[src/rtl/core/isort_pkg.sv]
// ----------------------------------------------------------------------------
// isort_pkg
// Shared types and constants for the insertion sorter and its cells.
// ----------------------------------------------------------------------------
package isort_pkg;

   localparam int VALUE_W = 32;

   typedef logic signed [VALUE_W-1:0] value_type;

   // per-cycle command that every cell of the chain sees
   typedef struct packed {
      logic insert;   // place the new item or shift up
      logic drain;    // shift down towards the output end
   } cell_ctrl_type;

   typedef enum logic [0:0] {
      ST_FILL,
      ST_DRAIN
   } sort_state_type;

endpackage

[src/rtl/core/isort_cell.sv]
// ----------------------------------------------------------------------------
// isort_cell
// One slot of the sorting chain: compare against the new item, hold, take it,
// shift up from the lower neighbour or shift down from the upper neighbour.
// ----------------------------------------------------------------------------
module isort_cell (
   input  logic                     clock,
   input  isort_pkg::cell_ctrl_type ctrl,
   input  isort_pkg::value_type     new_value,
   input  isort_pkg::value_type     left_value,
   input  logic                     left_gt,
   input  isort_pkg::value_type     right_value,
   input  logic                     occupied,
   input  logic                     at_fill,
   output isort_pkg::value_type     value,
   output logic                     gt
);
   import isort_pkg::*;

   value_type value_ff;
   value_type value_in;

   // strictly greater only, so equal items keep their arrival order
   assign gt    = occupied && (value_ff > new_value);
   assign value = value_ff;

   always_comb begin
      priority if (ctrl.drain) begin
         value_in = right_value;
      end else if (ctrl.insert && left_gt) begin
         value_in = left_value;
      end else if (ctrl.insert && (gt || at_fill)) begin
         value_in = new_value;
      end else begin
         value_in = value_ff;
      end
   end

   always_ff @(posedge clock) begin
      value_ff <= value_in;
   end

endmodule

[src/rtl/core/insertion_sorter.sv]
// ----------------------------------------------------------------------------
// insertion_sorter
// Latency: an item that fits is inserted in the cycle it is accepted; after
//   the item marked tlast the first result is offered in the next cycle.
// Throughput: one input item per cycle while filling, then one result per cycle
//   while draining and rsp_tready; the chain moves once per stored item or result.
// Reset: synchronous, active high; clears fill count, drop flag and state.
// ----------------------------------------------------------------------------
module insertion_sorter #(
   parameter int CAPACITY = 16
) (
   input  logic                      clock,
   input  logic                      reset,
   // input items
   input  logic                      req_tvalid,
   output logic                      req_tready,
   input  logic [31:0]               req_tdata,   // [31:0] value
   input  logic                      req_tlast,   // last item of the run
   // result items
   output logic                      rsp_tvalid,
   input  logic                      rsp_tready,
   output logic [31:0]               rsp_tdata,   // [31:0] sorted_value
   output logic                      rsp_tlast,   // last_out
   output logic [0:0]                rsp_tuser    // [0] overflow
);
   import isort_pkg::*;

   localparam int CNT_W = $clog2(CAPACITY + 1);

   // control state
   sort_state_type  state_ff, state_in;
   logic [CNT_W-1:0] count_ff, count_in;
   logic            dropped_ff, dropped_in;

   // chain wiring
   value_type       cell_value [CAPACITY];
   logic            cell_gt    [CAPACITY];
   cell_ctrl_type   ctrl;

   logic            req_fire;
   logic            rsp_fire;
   logic            full;
   value_type       new_value;

   assign req_fire  = req_tvalid && req_tready;
   assign rsp_fire  = rsp_tvalid && rsp_tready;
   assign full      = (count_ff == CNT_W'(CAPACITY));
   assign new_value = value_type'(req_tdata);

   // next state: drain after the run's last item, return to filling once
   // the final result has gone
   always_comb begin
      state_in = state_ff;
      unique case (state_ff)
         ST_FILL: begin
            if (req_fire && req_tlast) begin
               state_in = ST_DRAIN;
            end
         end
         ST_DRAIN: begin
            if (rsp_fire && (count_ff == CNT_W'(1))) begin
               state_in = ST_FILL;
            end
         end
         default: begin
            state_in = ST_FILL;
         end
      endcase
   end

   // outputs and chain commands; within each state the command follows the
   // other side's handshake line directly, as the ready or valid is fixed there
   always_comb begin
      req_tready  = 1'b0;
      rsp_tvalid  = 1'b0;
      ctrl.insert = 1'b0;
      ctrl.drain  = 1'b0;
      unique case (state_ff)
         ST_FILL: begin
            req_tready  = 1'b1;
            ctrl.insert = req_tvalid && !full;
         end
         ST_DRAIN: begin
            rsp_tvalid  = 1'b1;
            ctrl.drain  = rsp_tready;
         end
         default: begin
            req_tready  = 1'b0;
         end
      endcase
   end

   // fill count doubles as the remaining-results count while draining;
   // a full store drops the item and marks the run
   always_comb begin
      count_in   = count_ff;
      dropped_in = dropped_ff;
      priority if (ctrl.insert) begin
         count_in = count_ff + CNT_W'(1);
      end else if (req_fire && full) begin
         dropped_in = 1'b1;
      end else if (ctrl.drain) begin
         count_in = count_ff - CNT_W'(1);
         if (count_ff == CNT_W'(1)) begin
            dropped_in = 1'b0;
         end
      end else begin
         count_in = count_ff;
      end
   end

   always_ff @(posedge clock) begin
      if (reset) begin
         state_ff   <= ST_FILL;
         count_ff   <= '0;
         dropped_ff <= 1'b0;
      end else begin
         state_ff   <= state_in;
         count_ff   <= count_in;
         dropped_ff <= dropped_in;
      end
   end

   // chain of cells: cell 0 holds the smallest entry and feeds the output
   for (genvar i = 0; i < CAPACITY; i++) begin : g_cell
      value_type left_v;
      value_type right_v;
      logic      left_g;

      if (i == 0) begin : g_first
         assign left_v = new_value;
         assign left_g = 1'b0;
      end else begin : g_mid
         assign left_v = cell_value[i-1];
         assign left_g = cell_gt[i-1];
      end

      if (i == CAPACITY - 1) begin : g_end
         assign right_v = new_value;
      end else begin : g_inner
         assign right_v = cell_value[i+1];
      end

      isort_cell u_cell (
         .clock       (clock),
         .ctrl        (ctrl),
         .new_value   (new_value),
         .left_value  (left_v),
         .left_gt     (left_g),
         .right_value (right_v),
         .occupied    (CNT_W'(i) < count_ff),
         .at_fill     (CNT_W'(i) == count_ff),
         .value       (cell_value[i]),
         .gt          (cell_gt[i])
      );
   end

   assign rsp_tdata    = cell_value[0];
   assign rsp_tlast    = (count_ff == CNT_W'(1));
   assign rsp_tuser[0] = dropped_ff;

   // never accept and offer in the same cycle
   a_exclusive: assert property (@(posedge clock) disable iff (reset)
      !(req_tready && rsp_tvalid))
      else $error("input and result channels active together");

   a_count_range: assert property (@(posedge clock) disable iff (reset)
      count_ff <= CNT_W'(CAPACITY))
      else $error("fill count beyond capacity");

   a_drain_nonempty: assert property (@(posedge clock) disable iff (reset)
      (state_ff == ST_DRAIN) |-> (count_ff != '0))
      else $error("draining an empty store");

   a_last_starts_drain: assert property (@(posedge clock) disable iff (reset)
      (req_fire && req_tlast) |=> rsp_tvalid)
      else $error("no result after the last item of a run");

   a_final_refills: assert property (@(posedge clock) disable iff (reset)
      (rsp_fire && rsp_tlast) |=> (req_tready && (count_ff == '0) && !dropped_ff))
      else $error("store not emptied after the final result");

endmodule
[config.mk]
export PLATFORM = sky130hd
export DESIGN_NAME = insertion_sorter
export DESIGN_NICKNAME = d
export VERILOG_FILES = /design/src/rtl/core/isort_pkg.sv /design/src/rtl/core/isort_cell.sv /design/src/rtl/core/insertion_sorter.sv
export SDC_FILE = /design/constraint.sdc
export NUM_CORES = 2
export LEC_CHECK = 0
export BUFFER_PORTS_ARGS = -buffer_cell sky130_fd_sc_hd__buf_2
export CELL_PAD_IN_SITES_DETAIL_PLACEMENT = 1
export CELL_PAD_IN_SITES_GLOBAL_PLACEMENT = 1
export CORE_MARGIN = 1
export CORE_UTILIZATION = 55
export CTS_CLUSTER_SIZE = 14
export DETAILED_ROUTE_END_ITERATION = 12
export GPL_TIMING_DRIVEN = 0
export HOLD_SLACK_MARGIN = 0.05
export PLACE_DENSITY_LB_ADDON = 0.1
export SLEW_MARGIN = 40
export SYNTH_ARGS = -nofsm -noshare
export SYNTH_HDL_FRONTEND = slang
export SYNTH_HIERARCHICAL = 1
export SYNTH_SLANG_ARGS = --single-unit
[constraint.sdc]
create_clock -name clock -period 7 [get_ports clock]
set_input_delay 0.7 -clock clock [delete_from_list [all_inputs] [get_ports clock]]
set_output_delay 0.7 -clock clock [all_outputs]
set_load 0.1 [all_outputs]
==> run metrics <==
worst vdd ir=247 uV; drt pass-1 iters=5; combinational group share of total power=between 20% and 30%; Via density=6.05; Nets=4981; Final period util=62.7%; CP peak stage delay=620 ps; vias in the first global route=35200; Area Overhead vs Synth=8.62%; synth warn=6; synthesized cell area=40500 um^2; overflow left after global routing=0; Slew Viols, Final=0; WP data required=approximately 7400 ps; IO Port Bufs=71; Avg Cell Area, Syn=9.44 um^2; Ports=73; Hold Crit Class=primary input to flip-flop; Root Driver=clkbuf_16; Tmin final=approximately 4400 ps; Slowest cell on crit path=or4_4; Final HPWL DP=96900 um; clk sink count=519; via count=approximately 33000; htree depth=2; Tightest Pin Transition=853 ps; Fin. Hold Viols=0; Die Span Y=approximately 270 um; final wirelength=~120000 um; clock share of power=32.0%; CTS tree=done; Max Freq=228 MHz; placed cell area=42100 um^2; status=finished, final reports clean; ANT nets after route=0; Detailed Route Iter0 Violations=1735; Cells after Synth=between 4000 and 5000; Seq pwr share=44.0%; cts repair resizes=0; setup violators final=0; Int Pwr=approximately 6.3 mW; RSZ-0062 raised after global routing=no; clock skew=23.6 ps; Die X=273 um; CTS Buf Count=61; Critical Path, Cell by Cell=buf_2 > inv_1 > ha_1 > nand4_2 > or4_4 > a31oi_1 > or3_2 > a21boi_2 > nand2_1 > buf_1 > mux2i_1 > o21ai_0; share of layout cells above drive strength 1=~6%; cts hold-fix bufs=0; crit end category=flip-flop; die area=74700 um^2; gr usage total=roughly a third; Setup Total Neg Slack=0 ps; critical path class=primary input to flip-flop; Starting Density=a little under three fifths; initial antenna violation count=2; largest net degree at the start of global routing=35; Max Cap Viol=0; clk buf depth=3; arrival time worst endpoint=about 4800 ps; crit start category=primary input; worst rel slew slack=43.1%; mean routed wirelength per cell=22.7 um; Power Density=roughly 220 nW/um^2; routability cong.=0.885; Post-CTS Repair Setup Buffers=0; first-pass GRT wire length=193000 um; total net switching power=3.18 mW; Residual DRC=0; Pleak=20.8 nW; Core ar.=73000 um^2; Crit Path Max Fanout=34; fin area=44000 um^2; Reg clk slew, reported paths=60 ps; Clock Latency Late Sink=650 ps; Rows=a little under 100; sw frac=roughly a third
==> state kept, by name (all words and copies together) (netlist names) <==
name	flops
count_ff	5
state_ff	1
g_cell.u_cell/value	512
rsp_tuser	1
==> placed cells by master, fill, tap and decap left out, types with 16 or more instances in the layout <==
master and instances:
nand2_1 668, nor2b_1 19, or4_1 16, a2111o_1 16, o21a_1 33, a21oi_1 195, a211oi_1 17, clkbuf_1 133
clkinv_1 20, a2bb2oi_1 16, nand4_1 112, nor2_1 60, buf_1 48, and3_4 16, o211ai_1 32, a211oi_2 16
buf_2 70, nand4_2 16, or4_4 16, inv_1 516, a31oi_1 18, a221oi_1 32, nand3b_1 16, ha_1 517
nand3_1 34, nand2b_1 18, edfxtp_1 512, mux2i_1 512, o21ai_0 592, clkbuf_16 63, nor3_1 18
==> worst max-delay path, delay by kind of cell <==
kind / cells / cell delay, ps
AOI/OAI and AO/OA: 3 / 640
adders and majority gates: 1 / 460
buffers and inverters: 3 / 1290
muxes: 1 / 350
and+or+nand+nor: 4 / 1290
==> per-layer routing <==
metal / vias up / share of wire, % / wire length [um] / GRT usage, %
li1: 15800 / - / - / -
met1: 16100 / 39 / 48800 / 37.0
met2: 684 / 52 / 63700 / 61.0
met3: 301 / 3.2 / 3980 / 3.25
met4: 2 / 5.6 / 6970 / 18.1
met5: - / 0.011 / 13 / 0
==> power groups by stage <==
stage | registers (mW) | clock network [mW] | logic (mW)
5_1_grt | 4.20 | 3.18 | 2.50
3_5_place_dp | 4.22 | 0 | 2.24
3_3_place_gp | 4.22 | 0 | 2.11
6_report | 4.17 | 3.03 | 2.28
2_1_floorplan | 4.32 | 0 | 1.35
4_1_cts | 4.16 | 3.08 | 2.26
==> per-stage QoR <==
stage / total power [mW] / util, % / setup slack (ps) / std cells / hold slack [ps]
2_1_floorplan: 5.67 / - / 2290 / 4291 / 525
3_3_place_gp: 6.33 / 57.7 / 872 / 5321 / 509
3_5_place_dp: 6.46 / 57.8 / 2050 / 5323 / 523
4_1_cts: 9.51 / 60.3 / 2690 / 5437 / 362
5_1_grt: 9.89 / 60.3 / 2470 / 5438 / 389
6_report: 9.48 / 60.3 / 2610 / 5439 / 389
==> area by class of cell <==
class,count,area [um^2]
Fill cell,8405,29000
Multi-Input combinational cell,3088,22500
Timing Repair Buffer,73,393
Clock buffer,82,1650
Inverter,519,1950
Buffer,165,629
Clock inverter,32,191
Antenna cell,2,5.00
Sequential cell,519,15500
Tap cell,959,1200
==> path summary, 6_finish.rpt <==
path / start / to / slack, ps / depth (start not counted)
hold reg to reg: rsp_tuser / rsp_tuser / 540 / 2
setup / recovery: req_tdata[31] / g_cell[1].u_cell/value[14] / 2610 / 12
hold / removal: req_tlast / state_ff / 390 / 3
setup reg to reg: g_cell[0].u_cell/value[27] / g_cell[1].u_cell/value[14] / 2780 / 10
(Power assumes the default switching activity.)
